[src/rtl/icm_pkg.sv]
// ----------------------------------------------------------------------------
// Interrupt cause/mask package
// Transaction types, operation codes, register offsets and fixed constants
// shared by the interrupt cause/mask interface modules.
// ----------------------------------------------------------------------------
package icm_pkg;

   localparam int unsigned DATA_W   = 32;
   localparam int unsigned OP_W     = 3;
   localparam int unsigned OFFSET_W = 8;
   localparam int unsigned INDEX_W  = 5;

   localparam logic [OP_W-1:0] OP_BUS_READ  = 3'd0;
   localparam logic [OP_W-1:0] OP_BUS_WRITE = 3'd1;
   localparam logic [OP_W-1:0] OP_SOURCE    = 3'd2;
   localparam logic [OP_W-1:0] OP_EXTRA     = 3'd3;
   localparam logic [OP_W-1:0] OP_EVALUATE  = 3'd4;
   localparam logic [OP_W-1:0] OP_SET_WPTR  = 3'd5;

   localparam logic [OFFSET_W-1:0] OFF_CAUSE    = 8'h00;
   localparam logic [OFFSET_W-1:0] OFF_MASK     = 8'h04;
   localparam logic [OFFSET_W-1:0] OFF_BASE     = 8'h0C;
   localparam logic [OFFSET_W-1:0] OFF_END      = 8'h10;
   localparam logic [OFFSET_W-1:0] OFF_WPTR     = 8'h14;
   localparam logic [OFFSET_W-1:0] OFF_RESET    = 8'h24;
   localparam logic [OFFSET_W-1:0] OFF_REVISION = 8'h2C;

   localparam logic [DATA_W-1:0] REVISION_WORD = 32'h0000_0011;
   localparam logic [DATA_W-1:0] ALIGN_MASK    = ~32'd31;

   typedef struct packed {
      logic [OP_W-1:0]     operation;
      logic [OFFSET_W-1:0] offset;
      logic [DATA_W-1:0]   write_data;
      logic [INDEX_W-1:0]  source_index;
      logic                source_level;
      logic                cpu_int_enable;
   } req_type;

   typedef struct packed {
      logic [DATA_W-1:0] read_data;
      logic              unmapped;
      logic              interrupt_line;
      logic              exit_request;
      logic [DATA_W-1:0] raise_total;
   } rsp_type;

endpackage

[src/rtl/icm_core.sv]
// ----------------------------------------------------------------------------
// Interrupt cause/mask register core
// Holds the cause, mask, ring base, end and pointer, reset word and raise counter registers
// and computes the result of one transaction in a single pass.
// ----------------------------------------------------------------------------
module icm_core (
   input  logic             clock,
   input  logic             reset,
   input  logic             fire,
   input  icm_pkg::req_type item,
   input  logic             exit_disable,
   output icm_pkg::rsp_type result
);

   logic [icm_pkg::DATA_W-1:0] cause_ff, cause_in;
   logic [icm_pkg::DATA_W-1:0] mask_ff, mask_in;
   logic [icm_pkg::DATA_W-1:0] base_ff, base_in;
   logic [icm_pkg::DATA_W-1:0] end_ff, end_in;
   logic [icm_pkg::DATA_W-1:0] wptr_ff, wptr_in;
   logic [icm_pkg::DATA_W-1:0] reset_word_ff, reset_word_in;
   logic [icm_pkg::DATA_W-1:0] raise_ff, raise_in;

   logic [icm_pkg::DATA_W-1:0] source_bit;
   logic                       evaluate;
   logic                       line;

   assign source_bit = icm_pkg::DATA_W'(1) << item.source_index;

   always_comb begin
      cause_in      = cause_ff;
      mask_in       = mask_ff;
      base_in       = base_ff;
      end_in        = end_ff;
      wptr_in       = wptr_ff;
      reset_word_in = reset_word_ff;
      raise_in      = raise_ff;
      evaluate      = 1'b0;
      result.read_data = '0;
      result.unmapped  = 1'b0;
      case (item.operation)
         icm_pkg::OP_BUS_READ: begin
            unique case (item.offset)
               icm_pkg::OFF_CAUSE:    result.read_data = cause_ff;
               icm_pkg::OFF_MASK:     result.read_data = mask_ff;
               icm_pkg::OFF_BASE:     result.read_data = base_ff;
               icm_pkg::OFF_END:      result.read_data = end_ff;
               icm_pkg::OFF_WPTR:     result.read_data = wptr_ff;
               icm_pkg::OFF_RESET:    result.read_data = reset_word_ff;
               icm_pkg::OFF_REVISION: result.read_data = icm_pkg::REVISION_WORD;
               default:               result.unmapped  = 1'b1;
            endcase
         end
         icm_pkg::OP_BUS_WRITE: begin
            unique case (item.offset)
               icm_pkg::OFF_CAUSE: begin
                  cause_in = cause_ff & ~item.write_data;
                  evaluate = 1'b1;
               end
               icm_pkg::OFF_MASK: begin
                  mask_in  = item.write_data;
                  evaluate = 1'b1;
               end
               icm_pkg::OFF_BASE:  base_in       = item.write_data & icm_pkg::ALIGN_MASK;
               icm_pkg::OFF_END:   end_in        = item.write_data & icm_pkg::ALIGN_MASK;
               icm_pkg::OFF_WPTR:  wptr_in       = item.write_data & icm_pkg::ALIGN_MASK;
               icm_pkg::OFF_RESET: reset_word_in = item.write_data;
               default:            result.unmapped = 1'b1;
            endcase
         end
         icm_pkg::OP_SOURCE: begin
            if (item.source_level) begin
               if ((cause_ff & source_bit) == '0) begin
                  raise_in = raise_ff + icm_pkg::DATA_W'(1);
               end
               cause_in = cause_ff | source_bit;
            end else begin
               cause_in = cause_ff & ~source_bit;
            end
            evaluate = 1'b1;
         end
         icm_pkg::OP_EXTRA: begin
            raise_in = raise_ff + icm_pkg::DATA_W'(1);
         end
         icm_pkg::OP_EVALUATE: begin
            evaluate = 1'b1;
         end
         icm_pkg::OP_SET_WPTR: begin
            wptr_in = item.write_data;
         end
         default: begin
         end
      endcase
      line                  = (cause_in & mask_in) != '0;
      result.interrupt_line = line;
      result.exit_request   = evaluate && line && item.cpu_int_enable && !exit_disable;
      result.raise_total    = raise_in;
   end

   always_ff @(posedge clock) begin
      if (reset) begin
         cause_ff      <= '0;
         mask_ff       <= '0;
         base_ff       <= '0;
         end_ff        <= '0;
         wptr_ff       <= '0;
         reset_word_ff <= '0;
         raise_ff      <= '0;
      end else if (fire) begin
         cause_ff      <= cause_in;
         mask_ff       <= mask_in;
         base_ff       <= base_in;
         end_ff        <= end_in;
         wptr_ff       <= wptr_in;
         reset_word_ff <= reset_word_in;
         raise_ff      <= raise_in;
      end
   end

   a_exit_needs_line: assert property (@(posedge clock) disable iff (reset)
      fire && result.exit_request |-> result.interrupt_line && !exit_disable)
      else $error("exit request without a pending unmasked interrupt");

   a_state_holds_idle: assert property (@(posedge clock) disable iff (reset)
      !fire |=> $stable(cause_ff) && $stable(mask_ff) && $stable(raise_ff))
      else $error("register state changed without a transaction");

   a_counter_step: assert property (@(posedge clock) disable iff (reset)
      fire |=> (raise_ff == $past(raise_ff)) || (raise_ff == $past(raise_ff) + 32'd1))
      else $error("raise counter moved by more than one");

endmodule

[src/rtl/interrupt_cause_mask_interface_top.sv]
// The request register feeds the core, whose result enters the response register when free.
// Throughput: one transaction per cycle unless rsp_ready stalls; the core sets this rate.
// The request register lets a new request enter while a response waits.
// Synchronous active-high reset clears the valid flags, core registers and exit-disable bit.
// ----------------------------------------------------------------------------
// Interrupt cause/mask interface top level
// Request register, single-pass register core and response register, plus
// the exit-disable control register.
// ----------------------------------------------------------------------------
module interrupt_cause_mask_interface_top (
   input  logic             clock,
   input  logic             reset,
   input  logic             req_valid,
   output logic             req_ready,
   input  icm_pkg::req_type req_payload,
   output logic             rsp_valid,
   input  logic             rsp_ready,
   output icm_pkg::rsp_type rsp_payload,
   input  logic             csr_valid,
   output logic             csr_ready,
   input  logic             csr_write_data
);

   logic             req_valid_ff, req_valid_in;
   icm_pkg::req_type req_item_ff;
   logic             rsp_valid_ff, rsp_valid_in;
   icm_pkg::rsp_type rsp_item_ff;
   logic             exit_disable_ff;
   logic             out_free;
   logic             fire;
   logic             req_take;
   icm_pkg::rsp_type core_result;

   assign out_free     = !rsp_valid_ff || rsp_ready;
   assign fire         = req_valid_ff && out_free;
   assign req_ready    = !req_valid_ff || fire;
   assign req_take     = req_valid && req_ready;
   assign req_valid_in = req_take || (req_valid_ff && !fire);
   assign rsp_valid_in = fire || (rsp_valid_ff && !rsp_ready);

   assign csr_ready   = 1'b1;
   assign rsp_valid   = rsp_valid_ff;
   assign rsp_payload = rsp_item_ff;

   icm_core u_core (
      .clock        (clock),
      .reset        (reset),
      .fire         (fire),
      .item         (req_item_ff),
      .exit_disable (exit_disable_ff),
      .result       (core_result)
   );

   always_ff @(posedge clock) begin
      if (reset) begin
         req_valid_ff    <= 1'b0;
         rsp_valid_ff    <= 1'b0;
         exit_disable_ff <= 1'b0;
      end else begin
         req_valid_ff <= req_valid_in;
         rsp_valid_ff <= rsp_valid_in;
         if (csr_valid && csr_ready) begin
            exit_disable_ff <= csr_write_data;
         end
      end
   end

   always_ff @(posedge clock) begin
      if (req_take) begin
         req_item_ff <= req_payload;
      end
      if (fire) begin
         rsp_item_ff <= core_result;
      end
   end

   a_no_overwrite: assert property (@(posedge clock) disable iff (reset)
      rsp_valid_ff && !rsp_ready |-> !fire)
      else $error("response overwritten while stalled");

   a_pending_request: assert property (@(posedge clock) disable iff (reset)
      req_valid_ff && !fire |=> req_valid_ff && $stable(req_item_ff))
      else $error("pending request lost");

   a_response_follows: assert property (@(posedge clock) disable iff (reset)
      fire |=> rsp_valid_ff)
      else $error("processed transaction produced no response");

endmodule
[config.mk]
export PLATFORM = sky130hd
export DESIGN_NAME = interrupt_cause_mask_interface_top
export DESIGN_NICKNAME = d
export VERILOG_FILES = /design/src/rtl/icm_pkg.sv /design/src/rtl/icm_core.sv /design/src/rtl/interrupt_cause_mask_interface_top.sv
export SDC_FILE = /design/constraint.sdc
export NUM_CORES = 1
export LEC_CHECK = 0
export ABC_AREA = 0
export ABC_CLOCK_PERIOD_IN_PS = 6400
export BUFFER_PORTS_ARGS = -buffer_cell sky130_fd_sc_hd__buf_2
export CAP_MARGIN = 40
export CORE_MARGIN = 1.5
export CORE_UTILIZATION = 35
export DETAILED_ROUTE_END_ITERATION = 8
export GPL_TIMING_DRIVEN = 0
export SLEW_MARGIN = 20
export SYNTH_ARGS = -nofsm -noshare
export SYNTH_HDL_FRONTEND = slang
export SYNTH_SLANG_ARGS = --single-unit
[constraint.sdc]
create_clock -name clock -period 6.4 [get_ports clock]
set_input_delay 0.96 -clock clock [delete_from_list [all_inputs] [get_ports clock]]
set_output_delay 0.96 -clock clock [all_outputs]
set_load 0.01 [all_outputs]
# [After elaboration in Yosys (flattened, before gate mapping)]
# Cells that the tools add are included.
[totals] register_bits=334 input_bits=56
[op_classes] add_sub_neg=1 eq_ne=12 shifts=1 muxes=16 bitwise_logic=7 n_reduce_logical=29
[ops] operator="$mux W32" n=7
[ops] operator="$pmux W32 S7" n=1
[ops] operator="$pmux W32 S2" n=3
[ops] operator="$and A32 B32 Y32" n=4
[ops] operator="$not A32 Y32" n=2
[ops] operator="$add A32 B1 Y32 const B" n=1
[ops] operator="$logic_not A32 Y1" n=1
[ops] operator="$or A32 B32 Y32" n=1
[ops] operator="$reduce_bool A32 Y1" n=1
[ops] operator="$shl A1 B5 Y32 const A" n=1
[ops] operator="$eq A8 B5 Y1 const B" n=2
[ops] operator="$eq A8 B6 Y1 const B" n=2
[ops] operator="$reduce_and A3 Y1" n=4
[ops] operator="$eq A8 B3 Y1 const B" n=1
[ops] operator="$eq A8 B4 Y1 const B" n=1
[ops] operator="$logic_not A8 Y1" n=1
[ops] operator="$logic_and A1 B1 Y1" n=7
[ops] operator="$reduce_or A7 Y1" n=1
[ops] operator="$eq A3 B2 Y1 const B" n=2
[ops] operator="$eq A3 B3 Y1 const B" n=2
[ops] operator="$reduce_or A6 Y1" n=1
[ops] operator="$logic_not A1 Y1" n=5
[ops] operator="$logic_or A1 B1 Y1" n=4
[ops] operator="$pmux W1 S2" n=2
[ops] operator="other kinds (6)" n=9

# [Depth between registers and ports, before layout]
[depth] word_depth=10 mapped_depth=11 ltp_nobuf=9

# [Cells and area by module]
# A second synthesis with hierarchy kept.
[hier_totals] hier_cells=1705 hier_area_um2=15533.6
[modules_own_cells] module="icm_core" n_inst=1 cells_each=1573 area_each_um2=11871.4
[modules_own_cells] module="interrupt_cause_mask_interface_top" n_inst=1 cells_each=132 area_each_um2=3662.3

# [Worst setup path after synthesis]
# Ideal clock, no wire load.
[synth_path] kind="input -> register" from="input rsp_ready" to="register rsp_item_ff, in the netlist rsp_payload[0], enable pin" arrival_ps=3709 required_ps=5943 setup_slack_ps=2234 path_stages=5 path_cell_list="nor2b_1 > nand2b_1 > inv_1 > buf_1 > buf_1"
[synth_between] elab_chain_cells=2
[synth_lines] element="from (decl)" line_no="interrupt_cause_mask_interface_top.sv:17" source="input logic rsp_ready,"
[synth_lines] element="$logic_or A1 B1 Y1" line_no="interrupt_cause_mask_interface_top.sv:34" source="assign out_free = !rsp_valid_ff || rsp_ready;"
[synth_lines] element="$logic_and A1 B1 Y1" line_no="interrupt_cause_mask_interface_top.sv:35" source="assign fire = req_valid_ff && out_free;"
[synth_lines] element="net fire" line_no="interrupt_cause_mask_interface_top.sv:30" source="logic fire;"
[synth_lines] element="to (signal assigned)" line_no="interrupt_cause_mask_interface_top.sv:73" source="rsp_item_ff <= core_result;"
[synth_lines] element="to (decl)" line_no="interrupt_cause_mask_interface_top.sv:27" source="icm_pkg::rsp_type rsp_item_ff;"
# The timed path passes the listed nets, and every way through them passes these cells.
# A chain may end at the register's enable or synchronous reset.

==> summary.md <==
| Metric | Value |
|---|---|
| LEAKAGE | `~0.0060 uW` |
| Final nets | `1975` |
| Worst Setup Start Kind | `flop` |
| Diodes inserted | `0` |
| P&R area growth vs syn | `18.5%` |
| Register area | `7860 um2` |
| Die X | `between 200 and 250 um` |
| Slew @ Worst Pin | `0.935 ns` |
| Worst setup margin | `~1.9 ns` |
| CP max FO | `10` |
| CP Capture Point | `rsp_payload[32]` |
| Non-Filler Instances | `2532` |
| Fin crit share | `0.706` |
| CTS tree | `built` |
| Global-route wire length before repair | `around 88000 um` |
| Total grt overflow | `0` |
| Grt met2 use | `0.417` |
| Post-CTS Setup Inserts | `0` |
| Worst vdd ir | `roughly 230 uV` |
| Synth Cell Area | `15400 um2` |
| Total GRT Usage | `0.264` |
| Most used DFF post-synth | `dfxtp_1` |
| Largest net degree at the start of global routing | `37` |
| Fin. Hold Viols | `0` |
| Fmax | `approximately 220 MHz` |
| EDFF count, synth | `~120` |
| Sequential fraction of the synthesis area | `0.512` |
| Area occupied by multi-input gates | `6880 um2` |
| Post-cts resize count | `0` |
| Clock Latency Late Sink | `roughly 0.55 ns` |
| IO Count | `roughly 130` |
| Max Clock Skew | `~0.018 ns` |
| Grt peak-use layer | `met2` |
| RSZ-0062 raised after global routing | `no` |
| Post-Route Setup TNS | `0 ns` |
| Final wirelength | `about 60000 um` |
| Synth cell count leaders | `nand2_1 (376), a21oi_1 (249), dfxtp_1 (217)` |
| Critical path class | `flop to flop` |
| Status | `finished, final reports clean` |
| Ys Warns | `0` |
| Mapped Cells | `1740` |
| Asr flop ratio synth | `0` |
| Max Slew Vio Count | `0` |
| Power per cell area | `~260 nW/um2` |
| Total number of vias | `14362` |
| Clk buf depth | `3` |
| Total clock sinks | `between 300 and 400` |
| Met3 Use GR | `0.0433` |
| Area contributors post-synth | `dfxtp_1 (28%), edfxtp_1 (23%), nand2_1 (9.2%)` |
| Antenna Violating Nets Remaining | `0` |
| Row count | `76` |
| R2R cell count | `9` |
| Yosys reg bits | `~330` |
| Fraction of layout cells with a size suffix above 1 | `0.121` |
| PortBufs | `123` |
| Post-DP HPWL | `roughly 45000 um` |
| M1 GR Usage | `0.351` |
| Yosys top cell area share | `0.283` |
| R2R Path Start | `req_item_ff[42]` |
| Most frequent cell after synthesis | `nand2_1` |
| Die height | `about 210 um` |
| Mean Syn Cell Area | `8.83 um2` |
| Drt pass-1 iters | `5` |
| Max-capacitance violation count | `0` |
| Worst EP required | `around 6.7 ns` |
| Pre-CTS setup slack | `2.05 ns` |
| Average wire per standard cell | `about 24 um` |
| Critical R2R Capture | `rsp_payload[32]` |
| Initial DRC Count | `around 1600` |
| Starting Density | `0.356` |
| Crit path launch | `req_item_ff[42]` |
| Minimum clock period | `roughly 4.5 ns` |
| Vias/cell | `5.67` |
| Cts bufs inserted | `39` |
| Filler cells | `between 4000 and 5000` |
| Hold Crit Class | `flop to flop` |
| Syn Nets | `1797` |
| Inst Count DP | `between 2000 and 2500` |
| Endpoints failing setup | `0` |
| DRC viols | `0` |
| Slew margin rel. | `0.376` |
| Critical path data arrival time | `4.82 ns` |
| Reg2Reg Setup Slack | `~1.9 ns` |
| GP Congestion | `between 1 and 1.5` |
| Clock transition at path regs | `0.06 ns` |
| Hold_buf cts | `0` |
| Antenna violations before repair | `1` |
| Vias in the first global route | `approximately 14000` |
| CP endpoint kind | `flop` |
| Core area | `43200 um2` |
| H-tree depth | `2` |
| Yosys cell types | `70` |
| Area leader, netlist | `dfxtp_1` |
| Clock Tree Root | `clkbuf_16` |
| Die ar. | `approximately 45000 um2` |
## logic make-up after synthesis
logic type,Yosys count,synth area share
compound gates,489,0.195
other cells,1,0.000244
simple gates,665,0.193
xor+xnor,55,0.0314
flops,334,0.512
buf+inv,155,0.0414
mux,39,0.0257
fa+ha+maj,2,0.00147
## critical path, cell delays in order, from the launching register on
cell and delay, ns:
edfxtp_1 0.50, nor4b_1 0.59, and3_1 0.40, buf_1 0.64, mux2i_1 0.43, a21oi_1 0.19, nor4_1 0.53, nand4_1 0.26
or3_1 0.55, nor4bb_1 0.18
## power by group
group	leakage, uW	internal (uW)	switching, uW	total [uW]
logic	0.00246	75.9	198	274
clock network	0.000626	1360	896	2260
registers	0.00286	2240	43.8	2280
## per-stage QoR
stage                     instance area, um2  power (uW)  hold slack, ns   util
after global placement                 16700        2590           0.440  0.387
final                                  18200        4820           0.453  0.422
after global routing                   18200        4950           0.467  0.422
after CTS                              18200        4850           0.454  0.421
after floorplan                        15400        2450           0.431      -
after detailed placement               16900        2600           0.446  0.392
## state kept, by name, indices dropped and copies added, names as in the netlist
signal                cells
rsp_payload              67
u_core.mask_ff           32
req_item_ff              50
req_valid_ff              1
rsp_valid                 1
u_core.cause_ff          32
u_core.raise_ff          32
u_core.base_ff           27
exit_disable_ff           1
u_core.end_ff            27
u_core.wptr_ff           32
u_core.reset_word_ff     32
## layer usage
layer	up-vias	wire, um
li1	6585	-
met2	711	27100
met1	6929	25200
met5	-	13
met3	135	4670
met4	2	2680
## final cells by class
| type | instances | share of cell area |
|---|---|---|
| Sequential cell | 334 | 0.432 |
| Multi-Input combinational cell | 1251 | 0.378 |
| Clock buffer | 52 | 0.0579 |
| Timing Repair Buffer | 137 | 0.0450 |
| Tap cell | 585 | 0.0402 |
| Buffer | 146 | 0.0331 |
| Clock inverter | 18 | 0.0122 |
| Inverter | 9 | 0.00186 |
## placed cells by master, fill, tap and decap left out, types with 5 or more instances in the layout
cell type / instances
a211oi_1: 10
a21oi_1: 249
a22oi_1: 93
a31o_1: 5
a31oi_1: 43
a32oi_1: 13
and2_1: 10
and3_1: 21
buf_1: 8
buf_2: 140
buf_4: 8
buf_6: 9
bufinv_16: 5
clkbuf_1: 123
clkbuf_16: 39
clkinv_2: 9
dfxtp_1: 217
edfxtp_1: 117
inv_1: 9
mux2i_1: 36
nand2_1: 376
nand2b_1: 10
nand3_1: 59
nand3b_1: 5
nand4_1: 12
nor2_1: 98
nor2b_1: 8
nor3_1: 28
nor3b_1: 5
nor4_1: 7
o21ai_0: 23
o31ai_1: 25
xnor2_1: 39
xor2_1: 16
## how the worst min path moves through the flow
stage                                         from                        to  slack, ns  cells past startpoint
final                     u_core.reset_word_ff[28]  u_core.reset_word_ff[28]       0.45                      2
after global routing      u_core.reset_word_ff[28]  u_core.reset_word_ff[28]       0.47                      2
after CTS                        u_core.wptr_ff[4]         u_core.wptr_ff[4]       0.45                      2
after detailed placement         u_core.wptr_ff[4]         u_core.wptr_ff[4]       0.45                      2
after global placement           u_core.wptr_ff[0]         u_core.wptr_ff[0]       0.44                      2
after floorplan                  u_core.wptr_ff[0]         u_core.wptr_ff[0]       0.43                      2
No activity file was read; power rests on OpenSTA's default activity.
